[src/hw/rtl/pce_pkg.sv]
`timescale 1ns / 1ps
// pce_pkg: shared types and constants for the pin change edge event block
// no dependencies; imported by every module of the block

package pce_pkg;

  // port geometry
  localparam int PORT_BITS = 16;
  localparam int PIN_NUM_W = 8;
  localparam int PORT_IDX_W = 4;
  localparam int BIT_IDX_W = 4;

  // config bus geometry
  localparam int CFG_ADDR_W = 4;
  localparam int CFG_DATA_W = 32;
  localparam int REG_IDX_W = 2;

  // register indexes, byte address is 4 * index
  localparam logic [REG_IDX_W-1:0] REG_CHANGE_EN  = 2'd0;
  localparam logic [REG_IDX_W-1:0] REG_RISING_EN  = 2'd1;
  localparam logic [REG_IDX_W-1:0] REG_FALLING_EN = 2'd2;
  localparam logic [REG_IDX_W-1:0] REG_PORT_IDX   = 2'd3;

  typedef logic [PORT_BITS-1:0] word_t;

  // configuration seen by the datapath
  typedef struct packed {
    word_t                 change_enable;
    word_t                 rising_enable;
    word_t                 falling_enable;
    logic [PORT_IDX_W-1:0] port_index;
  } cfg_t;

  // one sample's worth of pending events for the emitter
  typedef struct packed {
    word_t                mask;
    word_t                level;
    logic [PIN_NUM_W-1:0] base;
  } evset_t;

endpackage

[src/hw/rtl/pce_regs.sv]
`timescale 1ns / 1ps
// pce_regs: APB-style configuration registers for the pin change block
// depends on pce_pkg

module pce_regs (
  input  logic                          clk,
  input  logic                          rst_n,
  input  logic                          psel,
  input  logic                          penable,
  input  logic                          pwrite,
  input  logic [pce_pkg::CFG_ADDR_W-1:0] paddr,
  input  logic [pce_pkg::CFG_DATA_W-1:0] pwdata,
  output logic [pce_pkg::CFG_DATA_W-1:0] prdata,
  output logic                          pready,
  output pce_pkg::cfg_t                 cfg
);
  import pce_pkg::*;

  cfg_t                 cfg_r;
  cfg_t                 cfg_nxt;
  logic                 wr_en;
  logic [REG_IDX_W-1:0] reg_idx;

  assign pready  = 1'b1;
  assign wr_en   = psel && penable && pwrite;
  assign reg_idx = paddr[CFG_ADDR_W-1:2];

  // register write decode
  always_comb begin
    cfg_nxt = cfg_r;
    if (wr_en) begin
      unique case (reg_idx)
        REG_CHANGE_EN:  cfg_nxt.change_enable  = pwdata[PORT_BITS-1:0];
        REG_RISING_EN:  cfg_nxt.rising_enable  = pwdata[PORT_BITS-1:0];
        REG_FALLING_EN: cfg_nxt.falling_enable = pwdata[PORT_BITS-1:0];
        REG_PORT_IDX:   cfg_nxt.port_index     = pwdata[PORT_IDX_W-1:0];
        default:        cfg_nxt = cfg_r;
      endcase
    end
  end

  always_ff @(posedge clk) begin
    if (!rst_n) begin
      cfg_r <= '0;
    end else begin
      cfg_r <= cfg_nxt;
    end
  end

  // read mux
  always_comb begin
    prdata = '0;
    unique case (reg_idx)
      REG_CHANGE_EN:  prdata = CFG_DATA_W'(cfg_r.change_enable);
      REG_RISING_EN:  prdata = CFG_DATA_W'(cfg_r.rising_enable);
      REG_FALLING_EN: prdata = CFG_DATA_W'(cfg_r.falling_enable);
      REG_PORT_IDX:   prdata = CFG_DATA_W'(cfg_r.port_index);
      default:        prdata = '0;
    endcase
  end

  assign cfg = cfg_r;

endmodule

[src/hw/rtl/pce_detect.sv]
`timescale 1ns / 1ps
// pce_detect: masks each sample, compares with the stored masked word and
// builds the set of reportable edges; depends on pce_pkg

module pce_detect #(
  parameter int PINS_PER_PORT = 16
) (
  input  logic            clk,
  input  logic            rst_n,
  input  logic            accept,
  input  pce_pkg::word_t  port_level,
  input  pce_pkg::cfg_t   cfg,
  output pce_pkg::evset_t evset
);
  import pce_pkg::*;

  localparam word_t PIN_MASK = (PINS_PER_PORT >= PORT_BITS) ? {PORT_BITS{1'b1}} :
                               PORT_BITS'((32'd1 << PINS_PER_PORT) - 32'd1);
  localparam int PROD_W = 12;

  word_t             prev_r;
  word_t             prev_nxt;
  word_t             current;
  word_t             changes;
  logic [PROD_W-1:0] base_prod;

  // masked sample and changed pins
  assign current = port_level & cfg.change_enable & PIN_MASK;
  assign changes = current ^ prev_r;

  // keep only edges whose direction is enabled
  assign evset.mask  = changes & ((current & cfg.rising_enable) |
                                  (~current & cfg.falling_enable));
  assign evset.level = current;

  // pin number offset of this port, wraps at 8 bits
  assign base_prod  = PROD_W'(cfg.port_index) * PROD_W'(PINS_PER_PORT);
  assign evset.base = base_prod[PIN_NUM_W-1:0];

  // stored masked levels
  assign prev_nxt = accept ? current : prev_r;

  always_ff @(posedge clk) begin
    if (!rst_n) begin
      prev_r <= '0;
    end else begin
      prev_r <= prev_nxt;
    end
  end

endmodule

[src/hw/rtl/pce_emit.sv]
`timescale 1ns / 1ps
// pce_emit: holds the pending edge set and sends one event per cycle while
// out_stall is low, lowest pin first, through the output register; depends on pce_pkg

module pce_emit (
  input  logic                            clk,
  input  logic                            rst_n,
  input  logic                            accept,
  input  pce_pkg::evset_t                 evset,
  output logic                            busy,
  output logic                            out_valid,
  input  logic                            out_stall,
  output logic [pce_pkg::PIN_NUM_W-1:0]   out_pin_number,
  output logic                            out_new_level,
  output logic                            out_last_event
);
  import pce_pkg::*;

  word_t                mask_r;
  word_t                mask_nxt;
  word_t                level_r;
  logic [PIN_NUM_W-1:0] base_r;
  logic                 out_valid_r;
  logic                 out_valid_nxt;
  logic [PIN_NUM_W-1:0] out_pin_r;
  logic                 out_level_r;
  logic                 out_last_r;
  word_t                low_bit;
  word_t                mask_rest;
  logic [BIT_IDX_W-1:0] bit_idx;
  logic                 advance;
  logic                 pending;

  // isolate lowest pending pin
  assign low_bit   = mask_r & (~mask_r + word_t'(1));
  assign mask_rest = mask_r & ~low_bit;
  assign pending   = |mask_r;

  always_comb begin
    bit_idx = '0;
    for (int i = 0; i < PORT_BITS; i++) begin
      if (low_bit[i]) begin
        bit_idx = BIT_IDX_W'(i);
      end
    end
  end

  // output register moves when empty or taken
  assign advance = !out_valid_r || !out_stall;

  // a new sample may enter once the set's last event moves to the output register
  assign busy = advance ? (|mask_rest) : pending;

  always_comb begin
    mask_nxt      = mask_r;
    out_valid_nxt = out_valid_r;
    if (advance) begin
      mask_nxt      = mask_rest;
      out_valid_nxt = pending;
    end
    if (accept) begin
      mask_nxt = evset.mask;
    end
  end

  always_ff @(posedge clk) begin
    if (!rst_n) begin
      mask_r      <= '0;
      out_valid_r <= 1'b0;
    end else begin
      mask_r      <= mask_nxt;
      out_valid_r <= out_valid_nxt;
    end
  end

  // payload registers
  always_ff @(posedge clk) begin
    if (accept) begin
      level_r <= evset.level;
      base_r  <= evset.base;
    end
    if (advance && pending) begin
      out_pin_r   <= base_r + PIN_NUM_W'(bit_idx);
      out_level_r <= |(low_bit & level_r);
      out_last_r  <= ~|mask_rest;
    end
  end

  assign out_valid      = out_valid_r;
  assign out_pin_number = out_pin_r;
  assign out_new_level  = out_level_r;
  assign out_last_event = out_last_r;

endmodule

[src/hw/rtl/pin_change_edge_events.sv]
`timescale 1ns / 1ps
// pin_change_edge_events: top level of the pin change edge event block
// depends on pce_pkg, pce_regs, pce_detect, pce_emit
//
//   channel  direction  handshake           payload
//   in_      request in in_valid/in_stall   in_port_level[15:0]
//   out_     event out  out_valid/out_stall out_pin_number[7:0], out_new_level,
//                                           out_last_event
//   config   APB        psel/penable/pready paddr[3:0], pwdata/prdata[31:0]
//
// a sample is taken every cycle while in_stall is low; its events pass from the
// pending mask register to the output register, one per cycle while out_stall is low
// a sample with more than one reported edge holds in_stall while the emitter
// drains all but its last, longer if out_stall holds the output register
// synchronous active-low reset clears the stored levels, config, pending edges and out_valid

module pin_change_edge_events #(
  parameter int PINS_PER_PORT = 16
) (
  input  logic                             clk,
  input  logic                             rst_n,
  input  logic                             in_valid,
  output logic                             in_stall,
  input  logic [pce_pkg::PORT_BITS-1:0]    in_port_level,
  output logic                             out_valid,
  input  logic                             out_stall,
  output logic [pce_pkg::PIN_NUM_W-1:0]    out_pin_number,
  output logic                             out_new_level,
  output logic                             out_last_event,
  input  logic                             psel,
  input  logic                             penable,
  input  logic                             pwrite,
  input  logic [pce_pkg::CFG_ADDR_W-1:0]   paddr,
  input  logic [pce_pkg::CFG_DATA_W-1:0]   pwdata,
  output logic [pce_pkg::CFG_DATA_W-1:0]   prdata,
  output logic                             pready
);
  import pce_pkg::*;

  cfg_t   cfg;
  evset_t evset;
  logic   busy;
  logic   in_accept;

  // request handshake
  assign in_stall  = busy;
  assign in_accept = in_valid && !busy;

  pce_regs u_regs (
    .clk     (clk),
    .rst_n   (rst_n),
    .psel    (psel),
    .penable (penable),
    .pwrite  (pwrite),
    .paddr   (paddr),
    .pwdata  (pwdata),
    .prdata  (prdata),
    .pready  (pready),
    .cfg     (cfg)
  );

  pce_detect #(
    .PINS_PER_PORT (PINS_PER_PORT)
  ) u_detect (
    .clk        (clk),
    .rst_n      (rst_n),
    .accept     (in_accept),
    .port_level (in_port_level),
    .cfg        (cfg),
    .evset      (evset)
  );

  pce_emit u_emit (
    .clk            (clk),
    .rst_n          (rst_n),
    .accept         (in_accept),
    .evset          (evset),
    .busy           (busy),
    .out_valid      (out_valid),
    .out_stall      (out_stall),
    .out_pin_number (out_pin_number),
    .out_new_level  (out_new_level),
    .out_last_event (out_last_event)
  );

endmodule
[config.mk]
export PLATFORM = sky130hd
export DESIGN_NAME = pin_change_edge_events
export DESIGN_NICKNAME = d
export VERILOG_FILES = /design/src/hw/rtl/pce_pkg.sv /design/src/hw/rtl/pce_regs.sv /design/src/hw/rtl/pce_detect.sv /design/src/hw/rtl/pce_emit.sv /design/src/hw/rtl/pin_change_edge_events.sv
export SDC_FILE = /design/constraint.sdc
export NUM_CORES = 1
export LEC_CHECK = 0
export BUFFER_PORTS_ARGS = -buffer_cell sky130_fd_sc_hd__buf_2
export CORE_MARGIN = 2
export CORE_UTILIZATION = 25
export DETAILED_ROUTE_END_ITERATION = 16
export PLACE_DENSITY = 0.5
export SETUP_SLACK_MARGIN = 0.05
export SLEW_MARGIN = 5
export SYNTH_ARGS = -nofsm -noshare
export SYNTH_HDL_FRONTEND = slang
export SYNTH_SLANG_ARGS = --single-unit
[constraint.sdc]
create_clock -name clk -period 7.7 [get_ports clk]
set_input_delay 0.385 -clock clk [delete_from_list [all_inputs] [get_ports clk]]
set_output_delay 0.385 -clock clk [all_outputs]
set_load 0.05 [all_outputs]
==> summary.md, run 1 <==
| Metric | Value |
|---|---|
| Combinational Power Share | 5.5% |
| Final wirelength | around 15000 µm |
| DR DRC count | 0 |
| Worst Max-Slew Pin Slew | 902.8 ps |
| PostCTS Resize Cnt | 0 |
| Hold WC Path Type | input port to flop |
| Final setup violation count | 0 |
| Hold_buf cts | 0 |
| Synth Area in Compound Gates | 18.51% |
| Setup Skew | around 11 ps |
| Crit Path Category | flop to flop |
| Overall die height | around 150 µm |
| LEAKAGE | roughly 2.5 nW |
| Crit path to | u_emit.level_r[15]$_DFFE_PP_ |
| Largest net degree at the start of global routing | approximately 100 |
| Post-synthesis simple-gate area fraction | 21.64% |
| Pins Over Slew Limit | 0 |
| CTS H-tree depth | 4 |
| DR WL/cell | roughly 15 µm |
| Clock tree from TritonCTS | built |
| Cell Rows | 54 |
| Mapped Area | 5625 µm² |
| Count leader, synth | nand2_1 |
| P_int | 0.001093 W |
| Post-synth ARST share | 0% |
| Status | finished clean |
| Yosys top cell by area | dfxtp_1 |
| 1st-iter DRT viols | around 170 |
| ANT cells | 0 |
| CTS Buf Count | 17 |
| Final Hold Vio Count | 0 |
| Largest family of logic cells by synthesized area | simple AND/OR/NAND/NOR gates |
| Clock Pin Slew Worst Setup and Hold Paths | 60 ps |
| First-pass GRT wire length | 23860 µm |
| Power after layout | roughly 0.0014 W |
| Sequential fraction of the synthesis area | a little under half |
| Total number of vias | roughly 4400 |
| Period utilization | around 44% |
| Area share of the largest cell type after synthesis | between 30% and 40% |
| Post-layout utilization of the core | between 30% and 40% |
| Initial core utilization | roughly a quarter |
| Reg2reg end | u_emit.level_r[15]$_DFFE_PP_ |
| Adder-cell share of the synthesized area | 0% |
| DP Area | slightly above 6000 µm² |
| Syn avg cell area | slightly below 9 µm² |
| Number of library cell types mapped by synthesis | 48 |
| Slowest stage delay, CP | between 700 and 800 ps |
| Die area | roughly 24000 µm² |
| Worst-path cell chain | or4_1 > nor4_4 > nor3b_2 > and3_1 > or2_2 |
| Max_cap viols | 0 |
| RSZ-0062 raised after global routing | no |
| Initial antenna violation count | 0 |
| Worst skew pair latency | around 420 ps |
| Remaining Overflow, GRT | 0 |
| GPL Wtd Cong | ~0.84 |
| PD cells | ~220 nW/µm² |
| Switching pwr | approximately 0.00035 W |
| Sequential Power Share | 43.7% |
| Worst setup EP type | flop |
| CTS sink cnt | about 120 |
| Ys flop type | dfxtp_1 |
| Worst path depth | 5 |
| Period minus WS final | 3396 ps |
| Critical path's slowest cell | or4_1 |
| # IOs | ~100 |
| Top cells by count, synth | nand2_1 (194), dfxtp_1 (85), a21boi_0 (55) |
| Total iterations of the first detailed-routing run | 4 |
| Flop-to-flop setup slack | ~4300 ps |
| Post-Place Worst Slack | between 4000 and 5000 ps |
| Switching part of the total | 24.30% |
| Worst vdd ir | around 140 µV |
| Worst Setup SP | u_emit.mask_r[8]$_SDFFE_PN0P_ |
| Clock share of power | around 50% |
| Worst Path Max Fanout | 20 |
| Worst R2R Start | u_emit.mask_r[8]$_SDFFE_PN0P_ |
| Crit start category | flop |
| Layout area overhead | 18.17% |
| Yosys reg bits | approximately 120 |
| Bufs on Longest Clock Path | 2 |
| Buf/Inv on CP | 0 |
| Vias in the first global route | 4351 |
| Die Wd | between 150 and 200 µm |
| Data required, critical path | between 7000 and 8000 ps |
| Post-route cell area | between 6000 and 7000 µm² |
| Post-synth EDFFs | 30 |
| CP delay by family, top | simple AND/OR/NAND/NOR gates |
| Layout Nets | approximately 750 |
| Core ar. | around 22000 µm² |
| WP data arrival | ~3500 ps |
| Setup Buffers After CTS | 0 |
| Yosys warning total | 0 |
| Fmax | roughly 290 MHz |
| Post-Synth XOR/XNOR Area | 0% |
| R2R depth | 5 |
| GRT Util Overall | about an eighth |
| Mux cell area share after synthesis | between 7 and 8% |
| Final setup TNS | 0 ps |
| Max transition margin | roughly two fifths |
| Vias/cell | roughly 4.5 |
| Min setup slack post-route | between 4000 and 5000 ps |
| Syn Inst Count | 643 |
| Share of cells above drive strength 1 | around 17% |
| Placed wire-length estimate | ~10000 µm |
| Clock Tree Root | clkbuf_16 |
| Synth area leaders | dfxtp_1 (30%), edfxtp_1 (16%), nand2_1 (13%) |
| Buffers on Ports | approximately 70 |
| Antenna-violating nets left | 0 |
==> area by class of cell <==
type	count	area (µm²)
clock buffers	17	425.4
flip-flops and latches	115	2603
multi-input cells	481	2748
well taps	280	350.3
clock inverters	15	136.4
repair buffers	73	377.9
fillers	2319	15310
inverters	2	7.507
==> cells in the final DEF, fill, tap and decap left out, types with 4 or more instances in the layout <==
cell        netlist  routed
a21boi_0         55      55
a21boi_1         10      10
a21oi_1          10      10
and2_1           19      19
and3_1            4       4
buf_2             2      68
buf_4            21       5
clkbuf_16         0      17
clkinv_4          0       4
clkinvlp_4        0       6
conb_1            2      17
dfxtp_1          85      85
edfxtp_1         30      30
mux2i_1          33      33
mux4_2            4       4
nand2_1         194     194
nand3_1           6       6
nor2_1           17      17
nor2b_1           6       6
nor3_1            6       5
nor4_1            5       5
o21ai_0          31      31
o21ai_1          10      10
o22ai_1          17      17
o31ai_1           6       6
==> state kept, by name (all words and copies together), names as in the netlist <==
register,cells
u_emit.out_valid,1
u_regs.cfg,52
u_emit.out_last_event,1
u_emit.base_r,4
u_emit.out_new_level,1
u_emit.out_pin_number,8
u_detect.prev_r,16
u_emit.level_r,16
u_emit.mask_r,16
==> power by group through the flow <==
| stage | logic, W | clock network (W) | registers [W] |
|---|---|---|---|
| floorplan | 0.0000612 | 0 | 0.000642 |
| global placement | 0.0000798 | 0 | 0.000644 |
| detailed placement | 0.0000802 | 0 | 0.000644 |
| CTS | 0.0000803 | 0.000750 | 0.000631 |
| global route | 0.0000855 | 0.000779 | 0.000632 |
| finish | 0.0000790 | 0.000734 | 0.000631 |
==> worst reg2reg max path, cell delays in order (launching register included) <==
cell	delay, ps
dfxtp_1	410
or4_1	760
nor4_4	280
nor3b_2	320
and3_1	650
or2_2	600
==> how the worst min path moves through the flow <==
stage	from	end	slack (ps)	depth (start not counted)
after floorplan	u_emit.base_r[4]$_DFFE_PP_	u_emit.out_pin_number[4]$_DFFE_PP_	400	0
after global placement	u_emit.base_r[4]$_DFFE_PP_	u_emit.out_pin_number[4]$_DFFE_PP_	400	0
after detailed placement	u_emit.base_r[6]$_DFFE_PP_	u_emit.out_pin_number[6]$_DFFE_PP_	410	0
after CTS	pwdata[8]	u_regs.cfg[28]$_SDFFE_PN0P_	220	3
after global routing	pwdata[10]	u_regs.cfg[14]$_SDFFE_PN0P_	230	3
final	pwdata[8]	u_regs.cfg[44]$_SDFFE_PN0P_	240	3
==> metal layers <==
metal	up-vias	track usage, %	routed length [µm]
met5	-	0	0
met4	0	4.495	211
met3	13	3.072	640
met2	108	19.82	6565
met1	2014	17.55	7290
li1	2302	-	-
==> logic make-up (layout without fill, tap and decap cells) <==
family | after synthesis | count (layout)
simple gates | 274 | 274
compound gates | 153 | 153
flops | 115 | 115
buf+inv | 62 | 107
mux | 37 | 37
other cells | 2 | 17
==> through the flow <==
step / instances / hold WS, ps
2_1_floorplan: 658 / 400.3
3_3_place_gp: 951 / 403.2
3_5_place_dp: 951 / 406.2
4_1_cts: 983 / 223.8
5_1_grt: 983 / 233.3
6_report: 983 / 238.4
Power figures use the tool's default switching activity.
==> run 2, diff against run 1 <==
==> constraint.sdc (replaced) <==
create_clock -name clk -period 3.2 [get_ports clk]
set_input_delay 0.16 -clock clk [delete_from_list [all_inputs] [get_ports clk]]
set_output_delay 0.16 -clock clk [all_outputs]
set_load 0.05 [all_outputs]
==> run 2 against run 1 <==
Combinational power rose by 150%. Cell area rose by 1.7%. Die area did not move. Largest power group unchanged. Non-clock buffer count rose by 12.
==> summary.md, run 2 (same netlist as run 1, synthesis figures left out) <==
| Metric | Value |
|---|---|
| Die area | 23720 µm² (unchanged) |
| Clock Tree Root | clkbuf_16 |
| Combinational Power Share | 5.6% (about the same) |
| Critical path's slowest cell | or4_4 |
| Period utilization | 90.21% |
| Total number of vias | 4506 (+1.6%) |
| Crit Path Category | flop to primary output |
| Setup Skew | 9.663 ps (-1.283 ps) |
| Clock tree from TritonCTS | built |
| Layout area overhead | 20.20% |
| Max transition margin | 42.11% (+2.3 points) |
| Largest net degree at the start of global routing | 39 (-62%) |
| Sequential Power Share | 43.0% (-0.7 points) |
| PD cells | 522.0 nW/µm² (+140%) |
| Total iterations of the first detailed-routing run | 5 (+1) |
| Layout Nets | 761 (+1.6%) |
| Share of cells above drive strength 1 | 17.48% (+0.56 points) |
| Number of fill cells | 2294 (-1.1%) |
| Switching pwr | 0.0008306 W (+140%) |
| LEAKAGE | 2.575 nW (+2.6%) |
| Max_cap viols | 0 (unchanged) |
| Final wirelength | 14990 µm (+1.9%) |
| Worst setup EP type | primary output |
| Clock Pin Slew Worst Setup and Hold Paths | 50 ps (about the same) |
| Fmax | around 350 MHz |
| Slowest stage delay, CP | 650 ps (-110 ps) |
| DR WL/cell | 15.06 µm (+0.70%) |
| Die Wd | 154.0 µm (unchanged) |
| Setup Buffers After CTS | 0 (unchanged) |
| DR DRC count | 0 (unchanged) |
| Switching part of the total | 23.54% (-0.77 points) |
| P_int | 0.002699 W (+150%) |
| Most common cell after layout, fill and taps aside | nand2_1 |
| Placed wire-length estimate | 10800 µm (+4.4%) |
| WP data arrival | 2730 ps (-720 ps) |
| # IOs | 104 (unchanged) |
| Worst Path Max Fanout | 8 (-60%) |
| Initial core utilization | 25.62% (unchanged) |
| Core ar. | 21960 µm² (unchanged) |
| Multi-input gate area | 2748 µm² (unchanged) |
| Final setup TNS | 0 ps (unchanged) |
| First-pass GRT wire length | 24410 µm (+2.3%) |
| 1st-iter DRT viols | 208 (+20%) |
| CTS Buf Count | 17 (unchanged) |
| Data required, critical path | 3040 ps (-4710 ps) |
| Worst vdd ir | 306.6 µV (+130%) |
| Period minus WS final | 2887 ps |
| Clock share of power | 51.4% (+0.6 points) |
| Initial antenna violation count | 0 (unchanged) |
| Remaining Overflow, GRT | 0 (unchanged) |
| Antenna-violating nets left | 0 (unchanged) |
| Vias in the first global route | 4411 (+1.4%) |
| Reg area | 2603 µm² (unchanged) |
| RSZ-0062 raised after global routing | no |
| Pins Over Slew Limit | 0 (unchanged) |
| Bufs on Longest Clock Path | 2 (unchanged) |
| Crit start category | flop |
| Most frequent cells in the layout | nand2_1 (194), dfxtp_1 (85), buf_2 (68) |
| Max FFs per register | 52 (unchanged) |
| Status | finished clean |
| Worst skew pair latency | 420 ps (about the same) |
| ANT cells | 0 (unchanged) |
| Vias/cell | 4.529 (+0.33%) |
| Buf/Inv on CP | 1 (+1) |
| CTS H-tree depth | 4 (unchanged) |
| GPL Wtd Cong | 0.8323 (-0.38%) |
| GRT Util Overall | 13.14% (+0.29 points) |
| Worst-path cell chain | or4_4 > nor4_4 > a221o_1 > nand3_1 > nor3_1 > mux2i_1 > buf_2 |
| Final setup violation count | 0 (unchanged) |
| Final Hold Vio Count | 0 (unchanged) |
| WHS | 13.32 ps (-225.1 ps) |
| Overall die height | 154.0 µm (unchanged) |
| Buffers on Ports | 68 (unchanged) |
| Cell Rows | 54 (unchanged) |
| CP delay by family, top | simple AND/OR/NAND/NOR gates |
| CTS sink cnt | 115 (unchanged) |
| Hold WC Path Type | input port to flop |
| Worst Max-Slew Pin Slew | 865.2 ps (-37.64 ps) |
-- run 2: cell types whose count changed in the layout (fill, tap and decap cells not counted), moves of 2 or more --
| cell | before | now |
|---|---|---|
| dlygate4sd3_1 | 0 | 2 |
| inv_6 | 2 | 0 |
| clkinv_1 | 1 | 5 |
| buf_4 | 5 | 14 |
-- run 2: power by group through the flow --
stage	Combinational, W	Sequential (W)	Clock [W]
3_3_place_gp	0.000197	0.00155	0
3_5_place_dp	0.000198	0.00155	0
2_1_floorplan	0.000147	0.00155	0
5_1_grt	0.000213	0.00152	0.00192
6_report	0.000197	0.00152	0.00181
4_1_cts	0.000200	0.00152	0.00185
-- run 2: cell type report --
cell class | instances | area share (%)
multi-input combinational | 481 | 40.64
timing repair buffer | 85 | 7.180
inverter | 2 | 0.1110
clock inverter | 15 | 2.110
sequential | 115 | 38.49
clock buffer | 17 | 6.292
tap | 280 | 5.181
-- run 2: per-stage QoR --
| step | utilization [%] | area (µm²) | worst slack (ps) | instances | power (W) |
|---|---|---|---|---|---|
| floorplan | - | 5682 | 445.6 | 658 | 0.001693 |
| global route | 30.79 | 6761 | 94.52 | 995 | 0.003654 |
| finish | 30.79 | 6761 | 313.2 | 995 | 0.003529 |
| detailed placement | 28.11 | 6173 | 416.2 | 961 | 0.001748 |
| CTS | 30.79 | 6761 | 268.3 | 995 | 0.003566 |
| global placement | 28.11 | 6173 | 463.2 | 961 | 0.001747 |
-- run 2: final timing paths --
kind | startpoint | endpoint | slack [ps] | depth (start not counted)
max | u_emit.mask_r[0]$_SDFFE_PN0P_ | in_stall | 310 | 7
min | pwdata[14] | u_regs.cfg[50]$_SDFFE_PN0P_ | 10 | 3
max reg2reg | u_emit.mask_r[0]$_SDFFE_PN0P_ | u_emit.level_r[6]$_DFFE_PP_ | 440 | 6
min reg2reg | u_emit.base_r[5]$_DFFE_PP_ | u_emit.out_pin_number[5]$_DFFE_PP_ | 420 | 0
-- run 2: tightest hold or removal path: stages --
cell      delay (ps)
buf_2            120
nand2_1           50
a21boi_0          60
-- run 2: repair_timing --
item | CTS | global route
hold endpoints to repair | 2 | 0
resized for setup | 0 | 0
hold buffers | 2 | 0
-- run 2: per-layer routing --
layer  vias up  track usage (%)  share of wire, %
li1       2324                -                 -
met1      2078            18.13                50
met2        87            20.14                45
met3        17            2.931               3.6
met4         0            4.762               1.4
met5         -                0                 0
==> run 3, diff against run 2 <==
--- a/config.mk
+++ b/config.mk
@@ -5,6 +5,7 @@
 export SDC_FILE = /design/constraint.sdc
 export NUM_CORES = 1
 export LEC_CHECK = 0
+export ABC_AREA = 1
 export BUFFER_PORTS_ARGS = -buffer_cell sky130_fd_sc_hd__buf_2
 export CORE_MARGIN = 2
 export CORE_UTILIZATION = 25
==> run 3 against run 2 <==
First-iteration DRC count increased by 63%. Sequential cell count stayed put. Sequential power increased by 6%. Clock power decreased by 3%. Fmax increased by 1.9%. Sequential share of layout area is 0.53 points higher. Clock skew rose by 1.8 ps. Routed wire length up 2.2%. Setup slack better by 53 ps. Cell count grew 8.0%. Worst hold slack improved by 6.8 ps. Largest cell class is now sequential cells.
==> summary.md, run 3 <==
| Metric | Value |
|---|---|
| Die Wd | 152.3 µm (-1.1%) |
| CTS Buf Count | 17 (unchanged) |
| LEAKAGE | 2.936 nW (+14%) |
| Initial antenna violation count | 0 (unchanged) |
| Core ar. | 21690 µm² (-1.2%) |
| Worst vdd ir | 321.8 µV (+5.0%) |
| Data required, critical path | 3040 ps (about the same) |
| Crit Path Category | flop to primary output |
| WP data arrival | 2670 ps (-60 ps) |
| Initial core utilization | 25.37% (-0.25 points) |
| Bufs on Longest Clock Path | 2 (unchanged) |
| RSZ-0062 raised after global routing | no |
| Worst Max-Slew Pin Slew | 889.7 ps (+24.49 ps) |
| GRT Util Overall | 13.58% (+0.44 points) |
| Share of cells above drive strength 1 | 16.98% (-0.50 points) |
| Ys flop type | dfxtp_1 |
| Total number of vias | 4889 (+8.5%) |
| Crit start category | flop |
| Period minus WS final | 2834 ps (-53.03 ps) |
| Met2 Track Usage GR | 20.74% (+0.61 points) |
| Largest net degree at the start of global routing | 54 (+38%) |
| Met1 Use GR | 18.83% (+0.70 points) |
| Max transition margin | 40.62% (-1.5 points) |
| Period utilization | 88.55% (-1.7 points) |
| Setup Skew | 11.42 ps (+1.753 ps) |
| Post-synth ARST share | 0% (unchanged) |
| Most frequent cells in the layout | nand2_1 (122), nor2_1 (117), dfxtp_1 (85) |
| Die area | 23210 µm² (-2.1%) |
| Max_cap viols | 0 (unchanged) |
| Vias in the first global route | 4699 (+6.5%) |
| Count leader, synth | nand2_1 |
| Number of library cell types mapped by synthesis | 37 (-23%) |
| Layout Nets | 841 (+11%) |
| Worst-path cell chain | nor2_1 > nand3_4 > inv_2 > nand2_1 > nand2_1 > nand2_1 > nor2_1 > nand3_2 > nand2_4 > buf_4 > nand2_1 > buf_2 |
| Final setup TNS | 0 ps (unchanged) |
| 1st-iter DRT viols | 338 (+63%) |
| Yosys reg bits | 115 (unchanged) |
| Placed wire-length estimate | 11110 µm (+2.9%) |
| Most common cell after layout, fill and taps aside | nand2_1 |
| Worst Path Max Fanout | 29 (+21) |
| CTS H-tree depth | 4 (unchanged) |
| Multi-input gate area | 2411 µm² (-12%) |
| Most used cell, CP | nand2_1 |
| Overall die height | 152.3 µm (-1.1%) |
| Syn avg cell area | 7.716 µm² (-12%) |
| Reg area | 2603 µm² (unchanged) |
| Post-Place Worst Slack | 740.4 ps (+324.2 ps) |
| Area share of the largest cell type after synthesis | 30.93% (+0.68 points) |
| Remaining Overflow, GRT | 0 (unchanged) |
| # IOs | 104 (unchanged) |
| PostCTS Resize Cnt | 0 (unchanged) |
| Mapped Area | 5502 µm² (-2.2%) |
| Syn Inst Count | 713 (+11%) |
| Buffers on Ports | 68 (unchanged) |
| GRT met3 Usage | 2.873% (-0.059 points) |
| Min setup slack post-route | 366.2 ps (+53.03 ps) |
| Most used routing layer | met2 |
| CP delay by family, top | simple AND/OR/NAND/NOR gates |
| DR WL/cell | 14.25 µm (-5.4%) |
| Buf/Inv on CP | 3 (+2) |
| Final Hold Vio Count | 0 (unchanged) |
| WHS | 20.15 ps (+6.833 ps) |
| Post-synth EDFFs | 30 (unchanged) |
| Number of fill cells | 2365 (+3.1%) |
| Top cells by count, synth | nand2_1 (122), nor2_1 (117), dfxtp_1 (85) |
| Clock Pin Slew Worst Setup and Hold Paths | 50 ps (about the same) |
| Max FFs per register | 52 (unchanged) |
| Status | finished clean |
| Cell Rows | 54 (unchanged) |
| Final setup violation count | 0 (unchanged) |
| CTS sink cnt | 115 (unchanged) |
| GPL Wtd Cong | 0.9111 (+9.5%) |
| Clock Tree Root | clkbuf_16 |
| Pins Over Slew Limit | 0 (unchanged) |
| Post-layout utilization of the core | 30.75% (-0.043 points) |
| Slowest stage delay, CP | 340 ps (-310 ps) |
| Clock tree from TritonCTS | built |
| Total iterations of the first detailed-routing run | 5 (unchanged) |
| PD cells | 572.7 nW/µm² (+9.7%) |
| Yosys warning total | 0 (unchanged) |
| Power after layout | 0.003819 W (+8.2%) |
| Synth area leaders | dfxtp_1 (31%), edfxtp_1 (16%), nand2_1 (8.3%) |
| Fmax | 352.9 MHz (+1.9%) |
| Sequential fraction of the synthesis area | 47.30% (+1.0 points) |
| Critical path's slowest cell | dfxtp_1 |
| First-pass GRT wire length | 25250 µm (+3.5%) |
| ANT cells | 0 (unchanged) |
| Worst skew pair latency | 410 ps (about the same) |
| Vias/cell | 4.548 (+0.43%) |
| Antenna-violating nets left | 0 (unchanged) |
| Hold WC Path Type | input port to flop |
| Layout area overhead | 21.22% |
| Worst setup EP type | primary output |
| DR DRC count | 0 (unchanged) |
| Yosys top cell by area | dfxtp_1 |
| Final wirelength | 15320 µm (+2.2%) |
[run 3: worst reg2reg max path: cells and delay by family, from the launching register on]
kind | cells | cell delay (ps)
buffers and inverters | 3 | 610
DFF | 1 | 340
and+or+nand+nor | 9 | 1270
[run 3: final timing paths]
kind / to / slack [ps] / cells past startpoint / from
setup / recovery: in_stall / 370 / 12 / u_emit.mask_r[4]$_SDFFE_PN0P_
hold / removal: u_regs.cfg[44]$_SDFFE_PN0P_ / 20 / 3 / pwdata[8]
setup reg to reg: u_emit.level_r[10]$_DFFE_PP_ / 670 / 12 / u_emit.mask_r[4]$_SDFFE_PN0P_
hold reg to reg: u_emit.out_pin_number[7]$_DFFE_PP_ / 420 / 0 / u_emit.base_r[7]$_DFFE_PP_
[run 3: metrics by stage]
stage,cells,instance area (µm²)
finish,1075,6669
global route,1075,6669
CTS,1075,6669
detailed placement,1037,6052
global placement,1037,6052
floorplan,728,5558
[run 3: cell type report]
| cell class | count | share of cell area (%) |
|---|---|---|
| inverters | 71 | 4.015 |
| repair buffers | 83 | 7.205 |
| flip-flops and latches | 115 | 39.02 |
| clock inverters | 4 | 0.3002 |
| clock buffers | 28 | 8.049 |
| multi-input cells | 494 | 36.15 |
| well taps | 280 | 5.253 |
[run 3: what timing repair did]
action | in CTS | in global routing
hold endpoints to repair | 10 | 0
hold buffers | 6 | 0
buffers inserted | 0 | 0
[run 3: metal layers]
| layer | wire, µm | vias to the layer above |
|---|---|---|
| li1 | - | 2504 |
| met1 | 7672 | 2261 |
| met2 | 6852 | 107 |
| met3 | 506 | 17 |
| met4 | 286 | 0 |
| met5 | 0 | - |
[run 3: kinds of logic after synthesis]
family | share of synthesized area, %
compound gates | 15.24
buf+inv | 9.893
other cells | 0.1365
simple gates | 27.43
flops | 47.30
[run 3: power breakdown]
part           internal [W]  leakage (nW)  switching (W)  total [W]
Clock               0.00113         0.280       0.000627    0.00175
Sequential          0.00157         0.990      0.0000360    0.00161
Combinational      0.000114          1.67       0.000343   0.000457
Total               0.00281          2.94        0.00101    0.00382
